**src/sv/lst_pkg.sv**
```systemverilog
// lst_pkg: request and response words, operation codes and fixed constants
// for the liveness slot table. No dependencies.
package lst_pkg;

   localparam logic [2:0] OP_TICK   = 3'd0;
   localparam logic [2:0] OP_CREATE = 3'd1;
   localparam logic [2:0] OP_FIND   = 3'd2;
   localparam logic [2:0] OP_TOUCH  = 3'd3;
   localparam logic [2:0] OP_NTH    = 3'd4;
   localparam logic [2:0] OP_COUNT  = 3'd5;
   localparam logic [2:0] OP_READ   = 3'd6;
   localparam logic [2:0] OP_NONE   = 3'd7;

   localparam logic [15:0] TIMEOUT_RESET = 16'd3000;
   localparam logic [4:0]  ACTIVE_MAX    = 5'd31;

   typedef struct packed {
      logic [2:0]  op;
      logic [15:0] key_id;
      logic [7:0]  position;
   } lst_req_type;

   typedef struct packed {
      logic        found;
      logic [3:0]  slot_index;
      logic [15:0] slot_id;
      logic        connected;
      logic [4:0]  live_total;
   } lst_rsp_type;

endpackage

```
**src/sv/liveness_slot_table.sv**
```systemverilog
// liveness_slot_table: slot table of ids and timestamps with one shared
// age compare unit walking the slots in order. Depends on lst_pkg.
//
// tick and the unused op: result strobed the cycle after acceptance, one per cycle.
// all other ops: one slot read per cycle through the single memory read port,
// result strobed after the walk through all slots and the finish state; busy until then.
// reset (synchronous): table empty, time zero, timeout 3000, no result pending.
// results cannot be stalled; each strobe lasts one cycle.
module liveness_slot_table #(
   parameter int NUM_SLOTS = 16
) (
   input  logic                clock,
   input  logic                reset,
   input  logic                start,
   output logic                busy,
   input  lst_pkg::lst_req_type req,
   output logic                rsp_valid,
   output lst_pkg::lst_rsp_type rsp,
   input  logic                csr_valid,
   output logic                csr_ready,
   input  logic [15:0]         csr_data
);
   import lst_pkg::*;

   localparam int IW = (NUM_SLOTS > 1) ? $clog2(NUM_SLOTS) : 1;
   localparam int CW = $clog2(NUM_SLOTS + 1);

   typedef enum logic [1:0] {ST_IDLE, ST_SCAN, ST_FINISH} state_type;

   // slot memory, no reset: valid bits stand in for the cleared table
   logic [15:0] mem_id    [NUM_SLOTS];
   logic [31:0] mem_stamp [NUM_SLOTS];

   state_type            state_ff, state_in;
   logic                 rsp_valid_ff, rsp_valid_in;
   lst_rsp_type          rsp_ff, rsp_in;
   logic [31:0]          now_ff, now_in;
   logic [15:0]          timeout_ff, timeout_in;
   logic [NUM_SLOTS-1:0] vld_ff, vld_in;
   lst_req_type          req_ff, req_in;
   logic [CW-1:0]        addr_ff, addr_in;
   logic                 pend_ff, pend_in;
   logic [IW-1:0]        pend_idx_ff, pend_idx_in;
   logic                 rd_vld_ff, rd_vld_in;
   logic [15:0]          rd_id_ff;
   logic [31:0]          rd_stamp_ff;
   logic                 hit_ff, hit_in;
   logic [IW-1:0]        hit_idx_ff, hit_idx_in;
   logic [15:0]          hit_id_ff, hit_id_in;
   logic                 hit_live_ff, hit_live_in;
   logic                 empty_ff, empty_in;
   logic [IW-1:0]        empty_idx_ff, empty_idx_in;
   logic [CW-1:0]        live_cnt_ff, live_cnt_in;

   logic                 rd_en;
   logic [15:0]          id_m;
   logic [31:0]          stamp_m;
   logic [31:0]          age;
   logic                 live;
   logic                 match;
   logic                 id_we, stamp_we;
   logic [IW-1:0]        wr_idx;
   logic [15:0]          wr_id;
   logic [31:0]          wr_stamp;

   assign busy      = (state_ff != ST_IDLE);
   assign rsp_valid = rsp_valid_ff;
   assign rsp       = rsp_ff;
   assign csr_ready = 1'b1;

   assign rd_en = (state_ff == ST_SCAN) && (addr_ff < CW'(NUM_SLOTS));

   // shared age compare on the word read last cycle
   assign id_m    = rd_vld_ff ? rd_id_ff : 16'd0;
   assign stamp_m = rd_vld_ff ? rd_stamp_ff : 32'd0;
   assign age     = now_ff - stamp_m;
   assign live    = (id_m != 16'd0) && (stamp_m != 32'd0) && (age < {16'd0, timeout_ff});

   always_comb begin
      case (req_ff.op)
         OP_CREATE, OP_FIND, OP_TOUCH: match = (req_ff.key_id != 16'd0) &&
                                               (id_m == req_ff.key_id);
         OP_NTH:  match = live && (9'(live_cnt_ff) == {1'b0, req_ff.position});
         OP_READ: match = (9'(pend_idx_ff) == {1'b0, req_ff.position});
         default: match = 1'b0;
      endcase
   end

   always_comb begin
      state_in     = state_ff;
      rsp_valid_in = 1'b0;
      rsp_in       = rsp_ff;
      now_in       = now_ff;
      timeout_in   = timeout_ff;
      vld_in       = vld_ff;
      req_in       = req_ff;
      addr_in      = addr_ff;
      pend_in      = 1'b0;
      pend_idx_in  = addr_ff[IW-1:0];
      rd_vld_in    = rd_en ? vld_ff[addr_ff[IW-1:0]] : 1'b0;
      hit_in       = hit_ff;
      hit_idx_in   = hit_idx_ff;
      hit_id_in    = hit_id_ff;
      hit_live_in  = hit_live_ff;
      empty_in     = empty_ff;
      empty_idx_in = empty_idx_ff;
      live_cnt_in  = live_cnt_ff;
      id_we        = 1'b0;
      stamp_we     = 1'b0;
      wr_idx       = hit_idx_ff;
      wr_id        = req_ff.key_id;
      wr_stamp     = now_ff;

      if (csr_valid) begin
         timeout_in = csr_data;
      end

      case (state_ff)
         ST_IDLE: begin
            if (start) begin
               req_in = req;
               if (req.op == OP_TICK || req.op == OP_NONE) begin
                  if (req.op == OP_TICK) begin
                     now_in = now_ff + 32'd1;
                  end
                  rsp_in       = '0;
                  rsp_valid_in = 1'b1;
               end else begin
                  state_in    = ST_SCAN;
                  addr_in     = '0;
                  hit_in      = 1'b0;
                  empty_in    = 1'b0;
                  live_cnt_in = '0;
               end
            end
         end
         ST_SCAN: begin
            pend_in = rd_en;
            if (rd_en) begin
               addr_in = addr_ff + CW'(1);
            end
            if (pend_ff) begin
               if (match && !hit_ff) begin
                  hit_in      = 1'b1;
                  hit_idx_in  = pend_idx_ff;
                  hit_id_in   = id_m;
                  hit_live_in = live;
               end
               if (id_m == 16'd0 && !empty_ff) begin
                  empty_in     = 1'b1;
                  empty_idx_in = pend_idx_ff;
               end
               if (live) begin
                  live_cnt_in = live_cnt_ff + CW'(1);
               end
            end
            if (!pend_ff && !rd_en) begin
               state_in = ST_FINISH;
            end
         end
         ST_FINISH: begin
            state_in     = ST_IDLE;
            rsp_valid_in = 1'b1;
            rsp_in       = '0;
            case (req_ff.op)
               OP_CREATE: begin
                  if (req_ff.key_id != 16'd0 && !hit_ff && empty_ff) begin
                     rsp_in.found      = 1'b1;
                     rsp_in.slot_index = 4'(empty_idx_ff);
                     rsp_in.slot_id    = req_ff.key_id;
                     id_we             = 1'b1;
                     stamp_we          = 1'b1;
                     wr_idx            = empty_idx_ff;
                     wr_stamp          = 32'd0;
                     vld_in[empty_idx_ff] = 1'b1;
                  end
               end
               OP_FIND, OP_NTH, OP_READ: begin
                  if (hit_ff) begin
                     rsp_in.found      = 1'b1;
                     rsp_in.slot_index = 4'(hit_idx_ff);
                     rsp_in.slot_id    = hit_id_ff;
                     rsp_in.connected  = hit_live_ff;
                  end
               end
               OP_TOUCH: begin
                  if (hit_ff) begin
                     rsp_in.found      = 1'b1;
                     rsp_in.slot_index = 4'(hit_idx_ff);
                     rsp_in.slot_id    = hit_id_ff;
                     // freshly stamped: age zero, live unless stamp or timeout is zero
                     rsp_in.connected  = (now_ff != 32'd0) && (timeout_ff != 16'd0);
                     stamp_we          = 1'b1;
                  end
               end
               OP_COUNT: begin
                  rsp_in.found      = 1'b1;
                  rsp_in.live_total = (9'(live_cnt_ff) > 9'(ACTIVE_MAX)) ?
                                      ACTIVE_MAX : 5'(live_cnt_ff);
               end
               default: begin
                  rsp_in = '0;
               end
            endcase
         end
         default: begin
            state_in = ST_IDLE;
         end
      endcase
   end

   always_ff @(posedge clock) begin
      rsp_ff       <= rsp_in;
      req_ff       <= req_in;
      addr_ff      <= addr_in;
      pend_idx_ff  <= pend_idx_in;
      rd_vld_ff    <= rd_vld_in;
      hit_idx_ff   <= hit_idx_in;
      hit_id_ff    <= hit_id_in;
      hit_live_ff  <= hit_live_in;
      empty_idx_ff <= empty_idx_in;
      live_cnt_ff  <= live_cnt_in;
      if (reset) begin
         state_ff     <= ST_IDLE;
         rsp_valid_ff <= 1'b0;
         now_ff       <= 32'd0;
         timeout_ff   <= TIMEOUT_RESET;
         vld_ff       <= '0;
         pend_ff      <= 1'b0;
         hit_ff       <= 1'b0;
         empty_ff     <= 1'b0;
      end else begin
         state_ff     <= state_in;
         rsp_valid_ff <= rsp_valid_in;
         now_ff       <= now_in;
         timeout_ff   <= timeout_in;
         vld_ff       <= vld_in;
         pend_ff      <= pend_in;
         hit_ff       <= hit_in;
         empty_ff     <= empty_in;
      end
   end

   always_ff @(posedge clock) begin
      if (id_we) begin
         mem_id[wr_idx] <= wr_id;
      end
      if (stamp_we) begin
         mem_stamp[wr_idx] <= wr_stamp;
      end
      if (rd_en) begin
         rd_id_ff    <= mem_id[addr_ff[IW-1:0]];
         rd_stamp_ff <= mem_stamp[addr_ff[IW-1:0]];
      end
   end

endmodule

```
**config.mk**
```make
export PLATFORM = sky130hd
export DESIGN_NAME = liveness_slot_table
export DESIGN_NICKNAME = d
export VERILOG_FILES = /design/src/sv/lst_pkg.sv /design/src/sv/liveness_slot_table.sv
export SDC_FILE = /design/constraint.sdc
export NUM_CORES = 1
export LEC_CHECK = 0
export ABC_CLOCK_PERIOD_IN_PS = 8900
export BUFFER_PORTS_ARGS = -buffer_cell sky130_fd_sc_hd__buf_2
export CORE_MARGIN = 2
export CORE_UTILIZATION = 65
export DETAILED_ROUTE_END_ITERATION = 16
export GPL_TIMING_DRIVEN = 0
export PLACE_DENSITY = 0.82
export SLEW_MARGIN = 20
export SYNTH_ARGS = -nofsm -noshare
export SYNTH_HDL_FRONTEND = slang
export SYNTH_SLANG_ARGS = --single-unit
export TNS_END_PERCENT = 5
```
**constraint.sdc**
```tcl
create_clock -name clock -period 8.9 [get_ports clock]
set_input_delay 0 -clock clock [delete_from_list [all_inputs] [get_ports clock]]
set_output_delay 0 -clock clock [all_outputs]
set_load 0.005 [all_outputs]
```
Yosys cells after proc, flatten, opt, wreduce, memory -nomap -nowiden. Memory sizes are Yosys's and may differ from the RTL's. A register that Yosys moved wholly into a read port is not among the register bits. Cells that the tools add are included.

Register bits: 164. Memory bits (writable): 768. Input port bits: 47. Output and inout bits: 30. Memories: 2.

Memories: mem_stamp (depth 16, width 32, rd ports 1, clocked after Yosys merged registers in 1, wr ports 1, RTL line liveness_slot_table.sv:32) `logic [31:0] mem_stamp [NUM_SLOTS];`; mem_id (depth 16, width 16, rd ports 1, clocked after Yosys merged registers in 1, wr ports 1, RTL line liveness_slot_table.sv:31) `logic [15:0] mem_id [NUM_SLOTS];`.

Add/subtract/negate cells: 4. $lt $le $gt $ge: 5. Equal/unequal tests: 21. Multiplexer cells: 55. Bitwise gates (word level): 2. Reductions and logical operators: 42.

Operators by type and width (count): 32-bit 2-to-1 mux (4); 32-bit nonzero test (2); 20-bit one-hot mux with 3 select lines (1); 27-bit 2-to-1 mux (2); 27-bit one-hot mux with 2 select lines (1); 16-bit nonzero test (3); 22-bit 2-to-1 mux (2); 32-bit by 1-bit adder with 32-bit output, second input constant (1); 32-bit by 16-bit < comparator with 1-bit output (1); 32-bit subtractor (1); 5-bit 2-to-1 mux (6); 21-bit 2-to-1 mux (1); 5-bit one-hot mux with 2 select lines (2); 1-bit 2-to-1 mux (19); 16-bit == test (1); 16-bit zero test (1); 16-bit 2-to-1 mux (1); 16-bit OR (1); 3-bit AND reduction (5); 5-bit AND reduction (3); 3-bit == test, second input constant (4); 1-bit logical AND (12); 4-bit 2-to-1 mux (3); 2-bit inequality test, second input constant (6); other kinds (28) (46).

Logic depth before layout (Yosys ltp).
Word-level depth: 10. Gate-level depth with buffers: 23.

Worst setup path after synthesis. No wires, ideal clock.

Path kind: register to register. Start point: register rd_vld_ff. End point: register hit_id_ff[0], enable pin. Library setup time: 378 ps. Arrival time: 5004 ps. Data required time: 8522 ps. Setup slack: 3518 ps. Stages on the path, launching flop included: 23. Buffers on the path: 2. Clock period less this slack: 5382 ps. Cell sequence: dfxtp_1 clkbuf_1 clkbuf_1 nand2_1 ha_1 and3_4 a211oi_4 a21oi_1 nor3_1 o21bai_1 a21oi_1 xnor2_1 ha_1 a21o_1 a21oi_1 o21ai_0 a2111oi_2 o2111ai_1 nor4_1 nand4_1 nor4_2 or3b_1 nand2_1.

Longest elaborated chain between the ends: 8.

RTL lines: start: declaration (RTL line liveness_slot_table.sv:44) `logic rd_vld_ff, rd_vld_in;`; start signal: assignment (RTL line liveness_slot_table.sv:217) `rd_vld_ff <= rd_vld_in;`; 32-bit 2-to-1 mux or 16-bit 2-to-1 mux (tied branches) (RTL line liveness_slot_table.sv:75, liveness_slot_table.sv:74); 32-bit subtractor, or another cell as far along (RTL line liveness_slot_table.sv:76) `assign age = now_ff - stamp_m;`; 32-bit by 16-bit < comparator with 1-bit output or 1-bit logical AND (tied branches) (RTL line liveness_slot_table.sv:77) `assign live = (id_m != 16'd0) && (stamp_m != 32'd0) && (age < {16'd0, timeout_ff});`; 1-bit logical AND (RTL line liveness_slot_table.sv:77); 1-bit logical AND (RTL line liveness_slot_table.sv:83) `OP_NTH: match = live && (9'(live_cnt_ff) == {1'b0, req_ff.position});`; 1-bit one-hot mux with 3 select lines * (RTL line liveness_slot_table.sv:80) `case (req_ff.op)`; 1-bit logical AND * (RTL line liveness_slot_table.sv:143) `if (match && !hit_ff) begin`; 3-bit AND reduction (no line) *; end signal: assignment (RTL line liveness_slot_table.sv:219) `hit_id_ff <= hit_id_in;`; end: declaration (RTL line liveness_slot_table.sv:49) `logic [15:0] hit_id_ff, hit_id_in;`.

Every way passes the cells marked *; elsewhere a longest branch is shown, timed or not. A chain may end at the register's enable or synchronous reset.

Worst setup path after layout. Ends and elaborated chain as after synthesis.

==> impl_metrics.yaml <==
power:
  totalPowerFinal_w: 0.00983
  clkPwrFrac_pct: 41.5
  leakagePower_nw: 15.7
  intPower_w: 0.00764
  vdd_drop_max_uv: 163
  power_frac_comb_pct: 6.3
  power_switching_w: 0.00218
  pwr-share-seq_pct: 52.1
  swShare_pct: 22.2
  power.density_nw_per_um2: 215
synthesis:
  synth_top_area_cell: "edfxtp_1"
  synth_edf_count: 905
  syn_inst: 2173
  synth_cell_types: 79
  synth_seq_cells: 980
  synthTopCellsByArea: "edfxtp_1 (68%), mux4_2 (14%), dfxtp_1 (3.8%)"
  yosys_warnings: 0
  synth_area_um2: 39900
  ys.flop_type: "edfxtp_1"
  synthTopCellsByCount: "edfxtp_1 (905), mux4_2 (245), nor2_1 (175)"
  avgSynthCellArea_um2: 18.3
  netlist.area_leader.share_pct: 68.2
  yosysSeqAreaShare_pct: 71.9
  synthArstFlopShare_pct: 0
  yosysMostFrequentCell: "edfxtp_1"
  syn_nets: 2273
floorplanning:
  initial_core_util_pct: 65.9
  row_count: 90
  die_area_um2: 63300
  core_area_um2: 60500
  die_height_um: 252
  pin_count: 77
  die_x_um: 252
setup_path:
  cp.arrival_ns: 7.69
  r2r_start: "rd_vld_ff"
  cp-end-kind: "register"
  cp-start-kind: "register"
  critPathKind: "reg2reg"
  crit_start: "rd_vld_ff"
  reg2reg_to: "hit_id_ff[0]"
  rr_worst_depth: 22
  crit_required_ns: 9.18
  reg2reg_slack_ns: 1.49
  critPathCapture: "hit_id_ff[0]"
  critical_path.max_fanout: 21
global_route:
  globalRouteOverflowTotal: 0
  grt_pass1_wl_um: 163000
  grt_util_met3_pct: 10.7
  grt_max_degree: 28
  grt_usage_pct: 36.5
  antenna_found_initial: 4
  grt_pass1_vias: 24000
  grtUsageMet2_pct: 57.9
  busiest_layer: "met2"
  grtUsageMet1_pct: 48.3
outcome:
  outcome: "completed"
timing:
  tightest_slew_ns: 1.09
  max_freq_mhz: 135
  drv_slew: 0
  period_share_pct: 83.3
  finalHoldViolCount: 0
  period_needed_ns: 7.41
  fin_skew_ns: 0.0323
  setup_slack_ns: 1.49
  max_slew_margin_pct: 27.4
  fin_setup_tns_ns: 0
  rsz0062_at_grt: "false"
  setup_violations: 0
clocking:
  postCtsSetupBuffers: 0
  clk_pin_slew_ns: 0.07
  cts-resized-gates: 0
  cts.sinks: 980
  cts_buffers: 93
  cts.path.max_buffers: 3
  htree_levels: 3
  cts_tree: "yes"
  root_buffer: "clkbuf_16"
  clk-insertion-delay-late_ns: 0.67
routing:
  drt_iter0_drc: 3986
  drtPass1Iterations: 9
  drt.antenna.violating_nets: 0
  via_per_inst: 7.17
  drc: 0
  wl_per_cell_um: 34.5
  wl_um: 113000
  vias: 23600
final_layout:
  nFillCells: 3005
  multiInputGateArea_um2: 10900
  syn2layout_area_growth_pct: 14.7
  nets: 2530
  drive_gt1_share_pct: 23.2
  final-seq-area_um2: 28700
placed_design:
  hpwl_um: 69100
  place.gp.congestion: 0.899
  place.port_buffers: 73
  pre_cts_slack_ns: 1.60
hold_path:
  hp-class: "in2reg"
job:
  drv_cap: 0
## final cells by class
| cell class | instances | area share [%] |
|---|---|---|
| well taps | 782 | 2.14 |
| clock buffers | 119 | 5.46 |
| plain buffers | 95 | 0.886 |
| diodes | 2 | 0.0109 |
| repair buffers | 162 | 3.49 |
| clock inverters | 48 | 1.26 |
| inverters | 34 | 0.279 |
| multi-input cells | 1064 | 23.8 |
| flip-flops and latches | 980 | 62.7 |
## power by group through the flow
stage	Sequential, W	Clock [W]	Combinational (W)
2_1_floorplan	0.00518	0	0.000392
3_3_place_gp	0.00521	0	0.000549
3_5_place_dp	0.00522	0	0.000578
4_1_cts	0.00512	0.00407	0.000612
5_1_grt	0.00513	0.00423	0.000645
6_report	0.00512	0.00408	0.000623
## registers in the layout, indices dropped and copies added (netlist names), 2 cells and up
register,cells
mem_stamp,512
mem_id,256
now_ff,32
rd_stamp_ff,32
rsp,27
hit_id_ff,16
rd_id_ff,16
timeout_ff,16
vld_ff,16
wr_id,16
req_ff,11
addr_ff,5
live_cnt_ff,5
empty_idx_ff,4
hit_idx_ff,4
pend_idx_ff,4
state_ff,2
## per-stage QoR
stage	cell area, um2	hold WS [ns]	utilization [%]	std cells
floorplan	39900	0.0989	-	2173
global placement	41200	0.178	68.2	3028
detailed placement	42100	0.179	69.7	3068
CTS	45700	0.0162	75.6	3283
global route	45700	0.0403	75.6	3285
finish	45700	0.0369	75.6	3286
## kinds of logic after synthesis
logic type / count (synthesis) / synth area share [%]
buffers and inverters: 129 / 1.29
XOR/XNOR: 81 / 1.78
AO/OA/AOI/OAI: 180 / 3.07
other: 1 / 0.00940
AND/OR/NAND/NOR: 494 / 6.16
adder cells (fa/ha/maj): 53 / 1.68
flip-flops: 980 / 71.9
multiplexers: 255 / 14.1
## worst min-delay path by stage
stage | start | end | cells past startpoint
2_1_floorplan | req[0] | req_ff[0] | 0
4_1_cts | csr_valid | timeout_ff[8] | 4
5_1_grt | req[10] | wr_id[2] | 2
6_report | req[13] | wr_id[5] | 2
3_3_place_gp | req[12] | wr_id[4] | 1
3_5_place_dp | req[17] | wr_id[9] | 1
## metal layers
metal  share of wire (%)  vias up
li1                    -     9240
met1                  33    11700
met2                  47     2193
met3                  15      429
met4                 4.4        4
met5               0.058        -
## cells in the final DEF (no fill, tap or decap), types with 10 or more instances in the layout
| cell | n |
|---|---|
| xor2_1 | 48 |
| o21ai_0 | 23 |
| bufinv_16 | 11 |
| mux4_2 | 245 |
| buf_12 | 11 |
| ha_1 | 52 |
| inv_1 | 34 |
| buf_6 | 11 |
| buf_2 | 75 |
| nand2b_1 | 14 |
| clkbuf_2 | 14 |
| a21oi_1 | 56 |
| o211ai_1 | 12 |
| buf_16 | 11 |
| edfxtp_1 | 905 |
| clkbuf_1 | 83 |
| nor2_1 | 138 |
| dlygate4sd3_1 | 48 |
| buf_1 | 11 |
| clkinv_2 | 15 |
| and2_1 | 56 |
| nor3_1 | 24 |
| a21o_1 | 12 |
| nor4_1 | 33 |
| nand2_1 | 89 |
| nand3_1 | 26 |
| nor2_4 | 18 |
| nand4_1 | 30 |
| mux2i_1 | 10 |
| dfxtp_1 | 75 |
| a22oi_1 | 21 |
| nor2_2 | 19 |
| xnor2_1 | 33 |
| clkbuf_16 | 94 |
## critical path: stages (launching register included)
cell	delay (ns)
dfxtp_1	0.43
clkbuf_1	0.57
clkbuf_1	0.47
nand2_1	0.19
ha_1	0.31
nor2b_1	0.14
o2111ai_1	0.41
a21oi_1	0.18
nor3_1	0.46
o21bai_1	0.12
a21oi_1	0.21
xnor2_1	0.16
ha_1	0.28
a21o_1	0.17
a21oi_1	0.17
o21ai_0	0.12
a2111oi_2	0.41
o2111ai_1	0.24
nor4_1	0.33
nand4_1	0.20
nor4_2	0.34
or3b_1	0.43
nand2_1	0.67
## what timing repair did
action                                 CTS  global route
endpoints found under the hold margin   52             0
setup endpoints to repair                0             0
hold buffers                            48             0
Note: power is estimated with default switching activity, not from simulation.
